===== config.mk =====
export PLATFORM = sky130hd
export DESIGN_NAME = gap_framed_crc8_receiver
export DESIGN_NICKNAME = d
export VERILOG_FILES = /design/src/hw/rtl/grc_pkg.sv /design/src/hw/rtl/grc_fifo.sv /design/src/hw/rtl/grc_front.sv /design/src/hw/rtl/grc_back.sv /design/src/hw/rtl/gap_framed_crc8_receiver.sv
export SDC_FILE = /design/constraint.sdc
export NUM_CORES = 1
export LEC_CHECK = 0
export BUFFER_PORTS_ARGS = -buffer_cell sky130_fd_sc_hd__buf_2
export CORE_ASPECT_RATIO = 0.6
export CORE_MARGIN = 2
export CORE_UTILIZATION = 60
export DETAILED_ROUTE_END_ITERATION = 10
export PLACE_DENSITY = 0.87
export SYNTH_ARGS = -nofsm -noshare
export SYNTH_HDL_FRONTEND = slang
export SYNTH_HIERARCHICAL = 1
export SYNTH_SLANG_ARGS = --single-unit

===== constraint.sdc =====
create_clock -name clk -period 5.38 [get_ports clk]
set_clock_uncertainty 0.1 [all_clocks]
set_input_delay 0.807 -clock clk [delete_from_list [all_inputs] [get_ports clk]]
set_output_delay 0.807 -clock clk [all_outputs]
set_load 0.01 [all_outputs]

===== src/hw/rtl/grc_pkg.sv =====
// ----------------------------------------------------------------------------
// grc_pkg
// Shared types, codes and the CRC-8 step for the gap-framed receiver.
// ----------------------------------------------------------------------------
package grc_pkg;

    // Frame limit ceiling used when no other value is handed down
    localparam int MAX_FRAME_DEF = 256;

    // Field widths
    localparam int LEN_W  = 9;
    localparam int GAP_W  = 8;
    localparam int BYTE_W = 8;
    localparam int IDX_W  = 8;
    localparam int STAT_W = 2;
    localparam int REG_W  = 9;
    localparam int ADDR_W = 1;

    // Register reset values
    localparam logic [LEN_W-1:0] MAX_LENGTH_RST = 9'd64;
    localparam logic [GAP_W-1:0] GAP_TICKS_RST  = 8'd2;

    // Shortest frame that carries a check byte
    localparam logic [LEN_W-1:0] MIN_FRAME_BYTES = 9'd4;

    // Reflected CRC-8 polynomial
    localparam logic [7:0] CRC_POLY = 8'h8C;

    // Register indexes
    localparam logic [ADDR_W-1:0] REG_MAX_LENGTH = 1'b0;
    localparam logic [ADDR_W-1:0] REG_GAP_TICKS  = 1'b1;

    // Input operation codes
    localparam logic OP_BYTE = 1'b0;
    localparam logic OP_TICK = 1'b1;

    // Result kinds
    localparam logic KIND_DATA   = 1'b0;
    localparam logic KIND_STATUS = 1'b1;

    // Frame end status codes
    localparam logic [STAT_W-1:0] STAT_OK       = 2'd0;
    localparam logic [STAT_W-1:0] STAT_OVERFLOW = 2'd1;
    localparam logic [STAT_W-1:0] STAT_SHORT    = 2'd2;
    localparam logic [STAT_W-1:0] STAT_CRC_ERR  = 2'd3;

    // Classified item handed from the front to the back
    typedef struct packed {
        logic              op;
        logic [BYTE_W-1:0] data;
    } cmd_t;

    // One result item
    typedef struct packed {
        logic              kind;
        logic [BYTE_W-1:0] data_byte;
        logic [IDX_W-1:0]  byte_index;
        logic [STAT_W-1:0] status;
        logic [LEN_W-1:0]  frame_length;
    } res_t;

    // One byte through the reflected CRC-8, LSB first
    function automatic logic [7:0] crc8_step(input logic [7:0] crc_in,
                                             input logic [7:0] data_in);
        logic [7:0] crc;
        logic [7:0] d;
        crc = crc_in;
        d   = data_in;
        for (int b = 0; b < 8; b++) begin
            if ((crc[0] ^ d[0]) == 1'b1)
            begin
                crc = (crc >> 1) ^ CRC_POLY;
            end
            else
            begin
                crc = crc >> 1;
            end
            d = d >> 1;
        end
        return crc;
    endfunction

endpackage


===== src/hw/rtl/grc_fifo.sv =====
// ----------------------------------------------------------------------------
// grc_fifo
// Small register queue with same-cycle push and pop.
// ----------------------------------------------------------------------------
module grc_fifo #(
    parameter int DEPTH = 2,
    parameter int WIDTH = 8
) (
    input  logic             clk,
    input  logic             rst_n,
    input  logic             push,
    input  logic [WIDTH-1:0] wdata,
    output logic             full,
    input  logic             pop,
    output logic [WIDTH-1:0] rdata,
    output logic             empty
);

    localparam int PTR_W = (DEPTH > 1) ? $clog2(DEPTH) : 1;
    localparam int CNT_W = $clog2(DEPTH + 1);
    localparam logic [PTR_W-1:0] PTR_LAST = PTR_W'(DEPTH - 1);
    localparam logic [CNT_W-1:0] CNT_FULL = CNT_W'(DEPTH);

    logic [WIDTH-1:0] mem_reg [DEPTH];
    logic [PTR_W-1:0] wr_ptr_reg, wr_ptr_next;
    logic [PTR_W-1:0] rd_ptr_reg, rd_ptr_next;
    logic [CNT_W-1:0] count_reg, count_next;
    logic             do_push;
    logic             do_pop;

    assign full    = (count_reg == CNT_FULL);
    assign empty   = (count_reg == '0);
    assign do_push = push && !full;
    assign do_pop  = pop && !empty;
    assign rdata   = mem_reg[rd_ptr_reg];

    always_comb
    begin
        wr_ptr_next = wr_ptr_reg;
        rd_ptr_next = rd_ptr_reg;
        count_next  = count_reg;
        if (do_push)
        begin
            wr_ptr_next = (wr_ptr_reg == PTR_LAST) ? '0 : wr_ptr_reg + PTR_W'(1);
        end
        if (do_pop)
        begin
            rd_ptr_next = (rd_ptr_reg == PTR_LAST) ? '0 : rd_ptr_reg + PTR_W'(1);
        end
        if (do_push && !do_pop)
        begin
            count_next = count_reg + CNT_W'(1);
        end
        else if (do_pop && !do_push)
        begin
            count_next = count_reg - CNT_W'(1);
        end
    end

    always_ff @(posedge clk or negedge rst_n)
    begin
        if (!rst_n)
        begin
            wr_ptr_reg <= '0;
            rd_ptr_reg <= '0;
            count_reg  <= '0;
        end
        else
        begin
            wr_ptr_reg <= wr_ptr_next;
            rd_ptr_reg <= rd_ptr_next;
            count_reg  <= count_next;
        end
    end

    // Store the pushed item
    always_ff @(posedge clk)
    begin
        if (do_push)
        begin
            mem_reg[wr_ptr_reg] <= wdata;
        end
    end

    a_count_bound: assert property (@(posedge clk) disable iff (!rst_n)
        count_reg <= CNT_FULL)
        else $error("queue count beyond depth");

    a_count_up: assert property (@(posedge clk) disable iff (!rst_n)
        (do_push && !do_pop) |=> (count_reg == $past(count_reg) + CNT_W'(1)))
        else $error("queue count missed a push");

    a_count_down: assert property (@(posedge clk) disable iff (!rst_n)
        (do_pop && !do_push) |=> (count_reg == $past(count_reg) - CNT_W'(1)))
        else $error("queue count missed a pop");

endmodule


===== src/hw/rtl/grc_front.sv =====
// ----------------------------------------------------------------------------
// grc_front
// Input side: classify each item as byte or tick and queue it for the back.
// ----------------------------------------------------------------------------
module grc_front
    import grc_pkg::*;
#(
    parameter int DEPTH = 2
) (
    input  logic              clk,
    input  logic              rst_n,
    input  logic              push,
    input  logic              op,
    input  logic [BYTE_W-1:0] rx_byte,
    output logic              full,
    output logic              cmd_valid,
    output cmd_t              cmd,
    input  logic              cmd_pop
);

    cmd_t cmd_in;
    logic cmd_empty;

    // Drop the byte field of a tick so that stale data never travels on
    always_comb
    begin
        cmd_in.op   = op;
        cmd_in.data = (op == OP_BYTE) ? rx_byte : '0;
    end

    grc_fifo #(
        .DEPTH (DEPTH),
        .WIDTH ($bits(cmd_t))
    ) u_cmd_q (
        .clk   (clk),
        .rst_n (rst_n),
        .push  (push),
        .wdata (cmd_in),
        .full  (full),
        .pop   (cmd_pop),
        .rdata (cmd),
        .empty (cmd_empty)
    );

    assign cmd_valid = !cmd_empty;

endmodule


===== src/hw/rtl/grc_back.sv =====
// ----------------------------------------------------------------------------
// grc_back
// Frame engine: track frame state, run the CRC, emit a result per byte and frame close.
// ----------------------------------------------------------------------------
module grc_back
    import grc_pkg::*;
#(
    parameter int MAX_FRAME = MAX_FRAME_DEF
) (
    input  logic             clk,
    input  logic             rst_n,
    input  logic [LEN_W-1:0] max_length,
    input  logic [GAP_W-1:0] gap_ticks,
    input  logic             cmd_valid,
    input  cmd_t             cmd,
    output logic             cmd_pop,
    output logic             res_valid,
    output res_t             res,
    input  logic             res_full
);

    localparam int LIM_W = LEN_W + 8;
    localparam logic [LIM_W-1:0] MAX_FRAME_L = LIM_W'(MAX_FRAME);

    logic              in_frame_reg, in_frame_next;
    logic [LEN_W-1:0]  byte_count_reg, byte_count_next;
    logic [GAP_W-1:0]  idle_count_reg, idle_count_next;
    logic [7:0]        crc_reg, crc_next;
    logic [BYTE_W-1:0] held_reg, held_next;

    logic [LEN_W-1:0]  limit;
    logic [LEN_W-1:0]  pos;
    logic [LEN_W-1:0]  count_inc;
    logic [7:0]        crc_base;
    logic [7:0]        crc_step;
    logic [GAP_W:0]    idle_inc;
    logic [STAT_W-1:0] close_status;

    // Cap the configured length at the frame ceiling
    assign limit = ({8'd0, max_length} > MAX_FRAME_L) ? MAX_FRAME_L[LEN_W-1:0]
                                                        : max_length;

    assign cmd_pop   = cmd_valid && !res_full;
    assign pos       = in_frame_reg ? byte_count_reg : '0;
    assign crc_base  = in_frame_reg ? crc_reg : 8'd0;
    assign crc_step  = crc8_step(crc_base, held_reg);
    assign count_inc = pos + LEN_W'(1);
    assign idle_inc  = {1'b0, idle_count_reg} + (GAP_W + 1)'(1);

    always_comb
    begin
        priority if (byte_count_reg < MIN_FRAME_BYTES)
        begin
            close_status = STAT_SHORT;
        end
        else if (crc_reg != held_reg)
        begin
            close_status = STAT_CRC_ERR;
        end
        else
        begin
            close_status = STAT_OK;
        end
    end

    always_comb
    begin
        in_frame_next   = in_frame_reg;
        byte_count_next = byte_count_reg;
        idle_count_next = idle_count_reg;
        crc_next        = crc_reg;
        held_next       = held_reg;
        res_valid       = 1'b0;
        res             = '0;
        if (cmd_pop)
        begin
            if (cmd.op == OP_BYTE)
            begin
                if (count_inc >= limit)
                begin
                    res_valid        = 1'b1;
                    res.kind         = KIND_STATUS;
                    res.status       = STAT_OVERFLOW;
                    res.frame_length = count_inc;
                    in_frame_next    = 1'b0;
                    byte_count_next  = '0;
                    idle_count_next  = '0;
                    crc_next         = '0;
                    held_next        = '0;
                end
                else
                begin
                    res_valid       = 1'b1;
                    res.kind        = KIND_DATA;
                    res.data_byte   = cmd.data;
                    res.byte_index  = pos[IDX_W-1:0];
                    in_frame_next   = 1'b1;
                    byte_count_next = count_inc;
                    idle_count_next = '0;
                    held_next       = cmd.data;
                    crc_next        = (pos != '0) ? crc_step : crc_base;
                end
            end
            else if (in_frame_reg)
            begin
                if (idle_inc <= {1'b0, gap_ticks})
                begin
                    idle_count_next = idle_inc[GAP_W-1:0];
                end
                else
                begin
                    res_valid        = 1'b1;
                    res.kind         = KIND_STATUS;
                    res.status       = close_status;
                    res.frame_length = byte_count_reg;
                    in_frame_next    = 1'b0;
                    byte_count_next  = '0;
                    idle_count_next  = '0;
                    crc_next         = '0;
                    held_next        = '0;
                end
            end
        end
    end

    always_ff @(posedge clk or negedge rst_n)
    begin
        if (!rst_n)
        begin
            in_frame_reg   <= 1'b0;
            byte_count_reg <= '0;
            idle_count_reg <= '0;
            crc_reg        <= '0;
            held_reg       <= '0;
        end
        else
        begin
            in_frame_reg   <= in_frame_next;
            byte_count_reg <= byte_count_next;
            idle_count_reg <= idle_count_next;
            crc_reg        <= crc_next;
            held_reg       <= held_next;
        end
    end

    a_close_goes_idle: assert property (@(posedge clk) disable iff (!rst_n)
        (res_valid && res.kind == KIND_STATUS) |=> !in_frame_reg)
        else $error("frame still open after status item");

    a_idle_is_clear: assert property (@(posedge clk) disable iff (!rst_n)
        !in_frame_reg |-> (byte_count_reg == '0 && idle_count_reg == '0))
        else $error("idle state left counts behind");

    a_no_pop_when_blocked: assert property (@(posedge clk) disable iff (!rst_n)
        cmd_pop |-> (cmd_valid && !res_full))
        else $error("item taken while result queue full");

endmodule


===== src/hw/rtl/gap_framed_crc8_receiver.sv =====
// ----------------------------------------------------------------------------
// gap_framed_crc8_receiver
// Deframes a gap-separated serial byte stream and checks a CRC-8 per frame.
// ----------------------------------------------------------------------------
// Usage:
//   Input channel: drive op/rx_byte and raise push; the item is taken at a
//   clock edge with push high and full low. op = 0 carries a received byte,
//   op = 1 carries one millisecond tick.
//   Result channel: while empty is low the oldest result sits on kind,
//   data_byte, byte_index, status and frame_length; raise pop to take it.
//   Each byte yields a data item with its frame position; a frame closes on
//   a gap longer than gap_ticks ticks (status ok, too short or crc mismatch)
//   or on reaching max_length bytes (overflow status in place of the byte).
//   Configuration: cfg_we with cfg_idx/cfg_data writes max_length (0) or
//   gap_ticks (1); write only while no item is in flight.
//   A taken item is registered in the input queue, passes the frame engine
//   and is registered again in the result queue once that queue has room.
//   Throughput: one item per cycle while the result queue has room, the
//   CRC-8 step being one byte of XOR logic per cycle.
//   A two-entry queue sits on each side of the engine, so input stays open
//   while results wait; when the receiver stops popping, the result queue
//   fills, the engine holds, and full rises once the input queue fills too.
//   Reset empties both queues, closes any open frame and loads the register
//   defaults (max_length 64, gap_ticks 2).
// ----------------------------------------------------------------------------
module gap_framed_crc8_receiver
    import grc_pkg::*;
#(
    parameter int MAX_FRAME = MAX_FRAME_DEF,
    parameter int CMD_DEPTH = 2,
    parameter int RES_DEPTH = 2
) (
    input  logic              clk,
    input  logic              rst_n,
    // configuration write port
    input  logic              cfg_we,
    input  logic [ADDR_W-1:0] cfg_idx,
    input  logic [REG_W-1:0]  cfg_data,
    // input queue side
    input  logic              push,
    output logic              full,
    input  logic              op,
    input  logic [BYTE_W-1:0] rx_byte,
    // result queue side
    output logic              empty,
    input  logic              pop,
    output logic              kind,
    output logic [BYTE_W-1:0] data_byte,
    output logic [IDX_W-1:0]  byte_index,
    output logic [STAT_W-1:0] status,
    output logic [LEN_W-1:0]  frame_length
);

    logic [LEN_W-1:0] max_length_reg;
    logic [GAP_W-1:0] gap_ticks_reg;

    logic cmd_valid;
    cmd_t cmd;
    logic cmd_pop;
    logic res_valid;
    res_t res;
    logic res_full;
    res_t res_head;

    // Configuration registers: take a write whenever enabled
    always_ff @(posedge clk or negedge rst_n)
    begin
        if (!rst_n)
        begin
            max_length_reg <= MAX_LENGTH_RST;
            gap_ticks_reg  <= GAP_TICKS_RST;
        end
        else if (cfg_we)
        begin
            unique case (cfg_idx)
                REG_MAX_LENGTH: max_length_reg <= cfg_data;
                REG_GAP_TICKS:  gap_ticks_reg  <= cfg_data[GAP_W-1:0];
                default:        ;
            endcase
        end
    end

    // Front: accept and classify items
    grc_front #(
        .DEPTH (CMD_DEPTH)
    ) u_front (
        .clk       (clk),
        .rst_n     (rst_n),
        .push      (push),
        .op        (op),
        .rx_byte   (rx_byte),
        .full      (full),
        .cmd_valid (cmd_valid),
        .cmd       (cmd),
        .cmd_pop   (cmd_pop)
    );

    // Back: advance the frame state, one item per cycle while the result queue has room
    grc_back #(
        .MAX_FRAME (MAX_FRAME)
    ) u_back (
        .clk        (clk),
        .rst_n      (rst_n),
        .max_length (max_length_reg),
        .gap_ticks  (gap_ticks_reg),
        .cmd_valid  (cmd_valid),
        .cmd        (cmd),
        .cmd_pop    (cmd_pop),
        .res_valid  (res_valid),
        .res        (res),
        .res_full   (res_full)
    );

    // Hold results until the receiver pops them
    grc_fifo #(
        .DEPTH (RES_DEPTH),
        .WIDTH ($bits(res_t))
    ) u_res_q (
        .clk   (clk),
        .rst_n (rst_n),
        .push  (res_valid),
        .wdata (res),
        .full  (res_full),
        .pop   (pop),
        .rdata (res_head),
        .empty (empty)
    );

    assign kind         = res_head.kind;
    assign data_byte    = res_head.data_byte;
    assign byte_index   = res_head.byte_index;
    assign status       = res_head.status;
    assign frame_length = res_head.frame_length;

endmodule

==> results of run 1 <==
stage by stage:
stage / setup WS, ns / instance area (sq um) / power, W / utilization
floorplan: 1.11 / 6680 / 0.00328 / -
global placement: 1.51 / 7040 / 0.00370 / 0.658
detailed placement: 1.32 / 7040 / 0.00380 / 0.658
CTS: 1.30 / 7620 / 0.00496 / 0.712
global route: 0.870 / 7620 / 0.00524 / 0.712
finish: 1.12 / 7620 / 0.00496 / 0.712
report_power, final:
group          internal [W]  total (W)  switching, W  leakage, nW
clock              0.000687    0.00112      0.000438        0.283
sequential          0.00143    0.00168      0.000251         1.43
combinational      0.000985    0.00215       0.00117         1.66
cells in the final DEF (no fill, tap or decap), drive strengths merged, types with 3 or more instances in the layout:
cell type	n
nor3	5
nor2	34
xor3	3
clkbuf	18
inv	27
nor4	3
o21bai	3
a21oi	6
and2	13
a21o	14
xor2	27
nand4	3
nand2	53
buf	60
o21a	3
xnor2	21
dfrtp	57
edfxtp	74
mux2	55
o21ai	19
nand3	11
ha	22
clkinv	9
nor2b	12
a2bb2oi	4
nand2b	3
and3	4
a22o	12
cell type report:
cell class | count | area, sq um
clock inverter | 14 | 151
clock buffer | 18 | 429
tap | 139 | 174
multi-input combinational | 352 | 2750
timing repair buffer | 60 | 318
fill | 709 | 3080
sequential | 133 | 3700
inverter | 25 | 93.8
critical path: cells and delay by family, from the launching register on:
| family | cells | cell delay [ns] |
|---|---|---|
| compound gates | 5 | 1.07 |
| xor+xnor | 1 | 0.21 |
| fa+ha+maj | 2 | 0.54 |
| flops | 1 | 0.92 |
| buf+inv | 2 | 0.30 |
| simple gates | 5 | 1.04 |
per-layer routing:
layer | wire, um | track usage | vias to the layer above | share of wire
met4 | 140 | 0.0661 | 0 | 0.010
met2 | 5980 | 0.357 | 214 | 0.43
met5 | 0 | 0 | - | 0
li1 | - | - | 2012 | -
met3 | 1340 | 0.0804 | 25 | 0.096
met1 | 6510 | 0.366 | 2100 | 0.47
logic make-up after synthesis:
logic type | after synthesis
and+or+nand+nor | 144
DFF | 133
AOI/OAI and AO/OA | 78
muxes | 55
xor gates and xnor gates | 53
buffers and inverters | 45
adders and majority gates | 22
worst paths after layout:
path / slack (ns) / endpoint / startpoint / depth (start not counted)
worst max-delay path: 1.12 / u_back/crc_reg[0] / u_back/in_frame_reg / 15
worst min-delay path: 0.37 / u_res_q/rd_ptr_reg / u_res_q/rd_ptr_reg / 1
worst max register to register: 1.12 / u_back/crc_reg[0] / u_back/in_frame_reg / 15
worst min register to register: 0.37 / u_res_q/rd_ptr_reg / u_res_q/rd_ptr_reg / 1
max in group asynchronous: 4.20 / u_back/byte_count_reg[6] / rst_n / 2
min in group asynchronous: 0.46 / gap_ticks_reg[5] / rst_n / 2
==> results.ini, run 1 <==
[route]
drt-wirelength-per-cell_um = 18.9
detailedRoute.firstIterationViolations = 326
routed_wl_um = 14000
route.detailed.drc = 0
viasPerCell = 5.87
drtPass1Iterations = 5
vias = 4351
drtAntennaViolNets = 0

[clock_tree]
numCtsBuffers = 17
cts.sink_count = 133
tritoncts = built
cts.repair.resized = 0
worst_skew_pair.late_latency_ns = 0.41
cts-htree-levels = 4
cts-root-to-sink-buffers = 2
cts-root-buf = sky130_fd_sc_hd__clkbuf_16
clock_pin_slew_on_the_worst_setup_and_hold_paths_ns = 0.06
hold_buffers = 0
cts_setup_buffers = 0

[finish]
layout-area-overhead-vs-synth_pct = 14.1
largest_reg_flops = 56
num-nets-final = 635
fraction_of_layout_instances_using_a_drive_strength_above_1 = 0.251
finalNonFillerCells = 741
antenna_cells_inserted = 0

[setup_path]
cell_by_cell_trace_of_the_critical_path = nand2_1 > inv_1 > ha_1 > nand3_1 > nor2_1 > xor2_1 > inv_1 > ha_1 > a21oi_1 > o22ai_1 > nor4_1 > o31a_1 > o21a_1 > and3_4 > a211o_1
worst_path_largest_cell_delay_ns = 0.92
req_time_crit_path_ns = 5.63
crit_slowest_cell = sky130_fd_sc_hd__dfrtp_1
cp.arrival_ns = 4.50
critical_path.max_fanout = 27
end_kind = register
timing.critical_path.from_type = register
timing.setup.critical_path_class = reg -> reg

[timing]
post-route-period-util = 0.791
finalCriticalPeriod_ns = 4.26
drv_slew = 0
finalHoldViolations = 0
max-slew-margin-rel = 0.410
timing.fmax_mhz = 235
setup_repair_after_global_routing_missed_its_margin = no
max_slew.worst_pin.slew_ns = 0.882
setup_viol_count_final = 0
timing.hold.ws_ns = 0.371
totalNegativeSetupSlack_ns = 0

[synthesis]
synth_largest_area_cell = sky130_fd_sc_hd__edfxtp_1
synth_simple_gate_area_share = 0.104
synth_compound_area_frac = 0.0830
netlist-cell-type-count = 60
postSynth.asyncResetShare = 0.444
netlist_instances = 530
synth.cell_area_sq_um = 6680
synthesized_area_fraction_occupied_by_adder_cells = 0.0412
synth.area.top_cells = sky130_fd_sc_hd__edfxtp_1 (33%), sky130_fd_sc_hd__dfrtp_1 (21%), sky130_fd_sc_hd__mux2_2 (5.1%)
synth.ff_latch_count = 133
synth_enable_flop_cells = 74
netlist.area_leader.share = 0.333
synth_top_family_by_area = simple AND/OR/NAND/NOR gates
synth_commonest_cells = sky130_fd_sc_hd__edfxtp_1 (74), sky130_fd_sc_hd__dfrtp_1 (57), sky130_fd_sc_hd__nand2_1 (50)
most_instantiated_library_cell_after_synthesis = sky130_fd_sc_hd__edfxtp_1
seq_area_frac_synth = 0.554
yosys-mux-area-fraction = 0.103
synth-warning-count = 6
syn-mean-instance-area_sq_um = 12.6
ys_dominant_reg_cell = sky130_fd_sc_hd__edfxtp_1
synth_xor_area_frac = 0.0803
synth_fp_nets = 576

[grt]
first_global_vias = 4292
grt_max_degree = 60
grt_use_total = 0.248
antenna_found_initial = 0
grt_pass1_wl_um = 22600
globalRoute.totalOverflow = 0

[power_and_ir_drop]
p_per_area_nw_per_um2 = 651
power.static_leakage_nw = 3.38
power.ir.vdd_worst_mv = 0.388

[die]
die_width_um = 140
start_util = 0.624
design.core.area_sq_um = 10700
dieArea_sq_um = 12000
fp_rows = 29
boundaryPins = 54
die-height_um = 85.7

[placement]
place.gp.congestion = 0.944
dpl.cell_count = 709
hpwl_um = 9510
port_buffers = 53

[job]
maxCapViolCount = 0

[worst_hold_path]
hold_path_class = reg -> reg

[outcome]
run_status = complete, no violations

Power figures use the tool's default switching activity.
==> run 2: changes to the inputs <==
==> constraint.sdc (replaced) <==
create_clock -name clk -period 4.4 [get_ports clk]
set_clock_uncertainty 0.1 [all_clocks]
set_input_delay 0.66 -clock clk [delete_from_list [all_inputs] [get_ports clk]]
set_output_delay 0.66 -clock clk [all_outputs]
set_load 0.01 [all_outputs]
==> results.ini, run 2 (synthesized netlist as in run 1, its figures left out) <==
[setup_path]
cell_by_cell_trace_of_the_critical_path = nand2_1 > inv_1 > ha_1 > nand3_1 > nor2_1 > xor2_1 > inv_1 > ha_1 > a21oi_1 > o22ai_1 > nor4_1 > o31a_1 > o21ai_0 > buf_4 > nor2_1 > a32o_1
req_time_crit_path_ns = 4.65
critical_path.max_fanout = 13
end_kind = register
timing.critical_path.from_type = register
worst_path_largest_cell_delay_ns = 0.39
cp.arrival_ns = 3.96
timing.setup.critical_path_class = reg -> reg
crit_slowest_cell = sky130_fd_sc_hd__dfrtp_1

[placement]
hpwl_um = 9800
place.gp.congestion = 0.968
port_buffers = 53

[clock_tree]
numCtsBuffers = 17
cts.sink_count = 133
cts-htree-levels = 4
tritoncts = built
cts.repair.resized = 0
clock_pin_slew_on_the_worst_setup_and_hold_paths_ns = 0.06
cts-root-buf = sky130_fd_sc_hd__clkbuf_16
cts_setup_buffers = 0
cts-root-to-sink-buffers = 2
worst_skew_pair.late_latency_ns = 0.42
hold_buffers = 0

[route]
vias = 4393
drtAntennaViolNets = 0
viasPerCell = 5.90
routed_wl_um = 14200
drtPass1Iterations = 8
route.detailed.drc = 0
drt-wirelength-per-cell_um = 19.1
detailedRoute.firstIterationViolations = 613

[die]
design.core.area_sq_um = 10700
die-height_um = 85.7
dieArea_sq_um = 12000
start_util = 0.624
boundaryPins = 54
fp_rows = 29
die_width_um = 140

[grt]
antenna_found_initial = 0
grt_max_degree = 36
grt_use_total = 0.257
first_global_vias = 4526
globalRoute.totalOverflow = 0
grt_pass1_wl_um = 23500

[power_and_ir_drop]
internal_power_w = 0.00383
comb_power_share = 0.444
p_per_area_nw_per_um2 = 801
power.share.switching = 0.376
power_switching_w = 0.00230
clkPwrFrac = 0.228
power.static_leakage_nw = 3.40
sequential_group_share_of_total_power = 0.329
power.ir.vdd_worst_mv = 0.422

[timing]
setup_repair_after_global_routing_missed_its_margin = no
finalCriticalPeriod_ns = 3.71
finalHoldViolations = 0
totalNegativeSetupSlack_ns = 0
setup_viol_count_final = 0
max_slew.worst_pin.slew_ns = 0.809
max-slew-margin-rel = 0.461
timing.fmax_mhz = 270
drv_slew = 0
post-route-period-util = 0.843

[finish]
antenna_cells_inserted = 0
final_core_util = 0.715
mostFrequentLayoutCell = sky130_fd_sc_hd__edfxtp_1
layout-area-overhead-vs-synth_pct = 14.6
fillCellCount = 688
num-nets-final = 639
layout_common_cells = sky130_fd_sc_hd__edfxtp_1 (74), sky130_fd_sc_hd__dfrtp_1 (57), sky130_fd_sc_hd__buf_2 (53)
largest_reg_flops = 56
fraction_of_layout_instances_using_a_drive_strength_above_1 = 0.257

[worst_hold_path]
hold_path_class = in -> async

[outcome]
run_status = complete, no violations

[job]
maxCapViolCount = 0

run 2: cell count changes in the layout (fill, tap and decap cells not counted):
cell                       change
sky130_fd_sc_hd__buf_4         +4
sky130_fd_sc_hd__clkbuf_1      -1
sky130_fd_sc_hd__clkbuf_8      +1
sky130_fd_sc_hd__clkinv_2      +1
sky130_fd_sc_hd__clkinv_4      -2
sky130_fd_sc_hd__inv_6         +1
run 2: power by group through the flow:
stage	combinational [W]	clock, W	sequential, W
2_1_floorplan	0.00209	0	0.00193
3_3_place_gp	0.00256	0	0.00200
3_5_place_dp	0.00266	0	0.00203
4_1_cts	0.00269	0.00142	0.00201
5_1_grt	0.00294	0.00148	0.00206
6_report	0.00272	0.00140	0.00202
run 2: path summary, 6_finish.rpt:
check	start	to	slack [ns]	cells after the start
setup / recovery	u_back/in_frame_reg	u_back/crc_reg[2]	0.69	16
hold / removal	rst_n	gap_ticks_reg[4]	0.23	1
setup reg to reg	u_back/in_frame_reg	u_back/crc_reg[2]	0.69	16
hold reg to reg	u_front/u_cmd_q/wr_ptr_reg	u_front/u_cmd_q/wr_ptr_reg	0.39	1
max in group asynchronous	rst_n	max_length_reg[6]	3.09	2
min in group clk	cfg_data[8]	max_length_reg[8]	0.38	2
run 2: worst max-delay path: cells and delay by family, from the launching register on:
family,cells,cell delay (ns)
AND/OR/NAND/NOR,5,1.09
buffers and inverters,3,0.44
XOR/XNOR,1,0.19
adder cells (fa/ha/maj),2,0.52
AO/OA/AOI/OAI,5,0.92
flip-flops,1,0.39
run 2: cell type report:
type,instances,area (sq um),area share
tap,139,174,0.0227
clock buffer,18,439,0.0574
multi-input combinational,352,2750,0.360
inverter,25,93.8,0.0123
sequential,133,3700,0.483
clock inverter,14,148,0.0193
timing repair buffer,64,348,0.0454
run 2: metal layers:
layer / up-vias / GRT usage / part of all wire
met5: - / 0 / 0
met4: 0 / 0.0983 / 0.015
met3: 26 / 0.0826 / 0.099
met2: 239 / 0.372 / 0.43
li1: 2012 / - / -
met1: 2116 / 0.368 / 0.45
run 2: per-stage QoR:
stage | hold WS, ns | setup slack [ns] | total power [W] | instances | area [sq um]
after floorplan | 0.264 | 0.130 | 0.00402 | 530 | 6680
after global placement | 0.374 | 0.965 | 0.00456 | 713 | 7070
after detailed placement | 0.394 | 0.807 | 0.00469 | 713 | 7070
after CTS | 0.255 | 0.764 | 0.00612 | 745 | 7660
after global routing | 0.298 | 0.405 | 0.00648 | 745 | 7660
final | 0.231 | 0.690 | 0.00614 | 745 | 7660
==> run 3: changes to the inputs <==
--- a/config.mk
+++ b/config.mk
@@ -5,12 +5,13 @@
 export SDC_FILE = /design/constraint.sdc
 export NUM_CORES = 1
 export LEC_CHECK = 0
+export ABC_AREA = 1
 export BUFFER_PORTS_ARGS = -buffer_cell sky130_fd_sc_hd__buf_2
 export CORE_ASPECT_RATIO = 0.6
 export CORE_MARGIN = 2
-export CORE_UTILIZATION = 60
+export CORE_UTILIZATION = 61
 export DETAILED_ROUTE_END_ITERATION = 10
-export PLACE_DENSITY = 0.87
+export PLACE_DENSITY = 0.88
 export SYNTH_ARGS = -nofsm -noshare
 export SYNTH_HDL_FRONTEND = slang
 export SYNTH_HIERARCHICAL = 1
==> constraint.sdc (replaced) <==
create_clock -name clk -period 3.8 [get_ports clk]
set_clock_uncertainty 0.1 [all_clocks]
set_input_delay 0.57 -clock clk [delete_from_list [all_inputs] [get_ports clk]]
set_output_delay 0.57 -clock clk [all_outputs]
set_load 0.01 [all_outputs]
==> results.ini, run 3 <==
[outcome]
run_status = complete, no violations

[route]
drt-wirelength-per-cell_um = 15.1
route.detailed.drc = 0
viasPerCell = 5.45
drtAntennaViolNets = 0
drtPass1Iterations = 6
vias = 5935
routed_wl_um = 16400
detailedRoute.firstIterationViolations = 703

[timing]
max-slew-margin-rel = 0.477
finalHoldViolations = 0
post-route-period-util = 0.928
setup_viol_count_final = 0
finalCriticalPeriod_ns = 3.52
timing.hold.ws_ns = 0.00262
timing.fmax_mhz = 284
totalNegativeSetupSlack_ns = 0
drv_slew = 0
max_slew.worst_pin.slew_ns = 0.782

[clock_tree]
cts.sink_count = 133
cts-htree-levels = 4
worst_skew_pair.late_latency_ns = 0.42
tritoncts = built
clock_pin_slew_on_the_worst_setup_and_hold_paths_ns = 0.06
hold_buffers = 0
cts-root-buf = sky130_fd_sc_hd__clkbuf_16
numCtsBuffers = 17
cts_setup_buffers = 0
cts-root-to-sink-buffers = 2

[worst_hold_path]
hold_path_class = in -> async

[synthesis]
synth-warning-count = 6
most_instantiated_library_cell_after_synthesis = sky130_fd_sc_hd__nand2_1
synth_simple_gate_area_share = 0.311
synthesized_area_fraction_occupied_by_adder_cells = 0.0385
ys_dominant_reg_cell = sky130_fd_sc_hd__edfxtp_1
synth_xor_area_frac = 0.0208
synth_top_family_by_area = simple AND/OR/NAND/NOR gates
synth.area.top_cells = sky130_fd_sc_hd__edfxtp_1 (31%), sky130_fd_sc_hd__dfrtp_1 (20%), sky130_fd_sc_hd__nand2_1 (18%)
synth_fp_nets = 902
synth_commonest_cells = sky130_fd_sc_hd__nand2_1 (352), sky130_fd_sc_hd__inv_1 (94), sky130_fd_sc_hd__edfxtp_1 (74)
seq_area_frac_synth = 0.517
syn-mean-instance-area_sq_um = 8.36
netlist_instances = 856
synth.ff_latch_count = 133
postSynth.asyncResetShare = 0.444
synth_enable_flop_cells = 74
synth_compound_area_frac = 0.0350
netlist.area_leader.share = 0.310
yosys-mux-area-fraction = 0
synth_largest_area_cell = sky130_fd_sc_hd__edfxtp_1
netlist-cell-type-count = 40
synth.cell_area_sq_um = 7160

[power_and_ir_drop]
p_per_area_nw_per_um2 = 870
clkPwrFrac = 0.231
internal_power_w = 0.00402
power.share.switching = 0.434
power_switching_w = 0.00308
power.ir.vdd_worst_mv = 0.383
sequential_group_share_of_total_power = 0.325
comb_power_share = 0.445
power.static_leakage_nw = 4.17

[job]
maxCapViolCount = 0

[die]
dieArea_sq_um = 12600
boundaryPins = 54
design.core.area_sq_um = 11400
start_util = 0.629
die-height_um = 87.9
die_width_um = 144
fp_rows = 30

[placement]
dpl_cell_area_sq_um = 7540
dpl.cell_count = 1057
port_buffers = 53
hpwl_um = 12000
place.gp.congestion = 1.02

[setup_path]
cp.arrival_ns = 3.50
path_delay_family = simple AND/OR/NAND/NOR gates
timing.setup.critical_path_class = reg -> reg
critical_path.n_buffers_inverters = 5
cell_by_cell_trace_of_the_critical_path = inv_1 > nor3_2 > nand3_1 > nor2_1 > nand2_1 > xor2_1 > inv_1 > ha_1 > inv_1 > o211ai_1 > nor2_1 > nand2_1 > nand2_4 > nand2_4 > nand3_4 > inv_1 > o21ai_0 > nor2_2 > buf_4
cpMostUsedCell = sky130_fd_sc_hd__inv_1
end_kind = register
req_time_crit_path_ns = 3.78
critical_path.max_fanout = 28
worst_path_largest_cell_delay_ns = 0.39
crit_slowest_cell = sky130_fd_sc_hd__dfrtp_1
timing.critical_path.from_type = register

[finish]
num-nets-final = 962
layout-area-overhead-vs-synth_pct = 14.0
layout_common_cells = sky130_fd_sc_hd__nand2_1 (352), sky130_fd_sc_hd__inv_1 (94), sky130_fd_sc_hd__edfxtp_1 (74)
final_area_sq_um = 8160
fraction_of_layout_instances_using_a_drive_strength_above_1 = 0.145
largest_reg_flops = 56
fillCellCount = 795
finalNonFillerCells = 1089
antenna_cells_inserted = 0
mostFrequentLayoutCell = sky130_fd_sc_hd__nand2_1

[grt]
grt_use_total = 0.272
first_global_vias = 5276
grt_max_degree = 31
antenna_found_initial = 0
globalRoute.totalOverflow = 0
grt_pass1_wl_um = 26100

## run 3: cell count changes after synthesis, moves of 8 or more
cell                      before  now
sky130_fd_sc_hd__and2_1       12    1
sky130_fd_sc_hd__nand2_1      50  352
sky130_fd_sc_hd__inv_1        23   94
sky130_fd_sc_hd__nor2b_1      11    0
sky130_fd_sc_hd__nor2_1       34   43
sky130_fd_sc_hd__mux2_2       30    0
sky130_fd_sc_hd__xor2_1       27   13
sky130_fd_sc_hd__a21oi_1       6   14
sky130_fd_sc_hd__a21o_1       14    1
sky130_fd_sc_hd__a22o_1       12    0
sky130_fd_sc_hd__nand3_1      11   68
sky130_fd_sc_hd__mux2_4       19    0
sky130_fd_sc_hd__xnor2_1      21    4
## run 3: power by group through the flow
| stage | registers [W] | logic (W) | clock network, W |
|---|---|---|---|
| floorplan | 0.00223 | 0.00228 | 0 |
| global placement | 0.00230 | 0.00295 | 0 |
| detailed placement | 0.00232 | 0.00305 | 0 |
| CTS | 0.00230 | 0.00308 | 0.00165 |
| global route | 0.00235 | 0.00351 | 0.00171 |
| finish | 0.00230 | 0.00316 | 0.00164 |
## run 3: logic make-up after synthesis
logic type | Yosys count
simple gates | 517
flops | 133
buf+inv | 123
compound gates | 44
fa+ha+maj | 22
xor+xnor | 17
## run 3: through the flow
step	setup slack, ns	utilization	power (W)
CTS	0.0533	0.715	0.00703
floorplan	0.115	-	0.00450
finish	0.275	0.717	0.00710
global placement	0.322	0.663	0.00525
global route	-0.00749	0.717	0.00757
detailed placement	0.0596	0.663	0.00537
## run 3: final cells by class
cell class / instances / area, sq um / share of cell area
multi-input combinational: 600 / 2920 / 0.358
tap: 160 / 200 / 0.0245
inverter: 102 / 390 / 0.0478
clock buffer: 19 / 443 / 0.0543
timing repair buffer: 62 / 353 / 0.0432
sequential: 133 / 3700 / 0.454
clock inverter: 13 / 148 / 0.0181
## run 3: what timing repair did
action	CTS	global route
hold endpoints to repair	0	0
setup endpoints to repair	0	108
resized for setup	0	7
## run 3: per-layer routing
layer	routed length (um)	share of wire	track usage
met2	7030	0.43	0.390
met3	1780	0.11	0.0705
met1	7390	0.45	0.409
met5	0	0	0
met4	202	0.012	0.0838
## run 3: worst paths after layout
check	startpoint	endpoint	slack (ns)	cells past startpoint
max	u_back/idle_count_reg[2]	u_res_q/mem_reg[1][8]	0.28	19
max in group asynchronous	rst_n	u_back/held_reg[2]	2.93	2
min	rst_n	gap_ticks_reg[3]	0.003	1
min reg2reg	gap_ticks_reg[5]	gap_ticks_reg[5]	0.37	2
max reg2reg	u_back/idle_count_reg[2]	u_res_q/mem_reg[1][8]	0.28	19
min in group clk	cfg_data[1]	gap_ticks_reg[1]	0.29	3
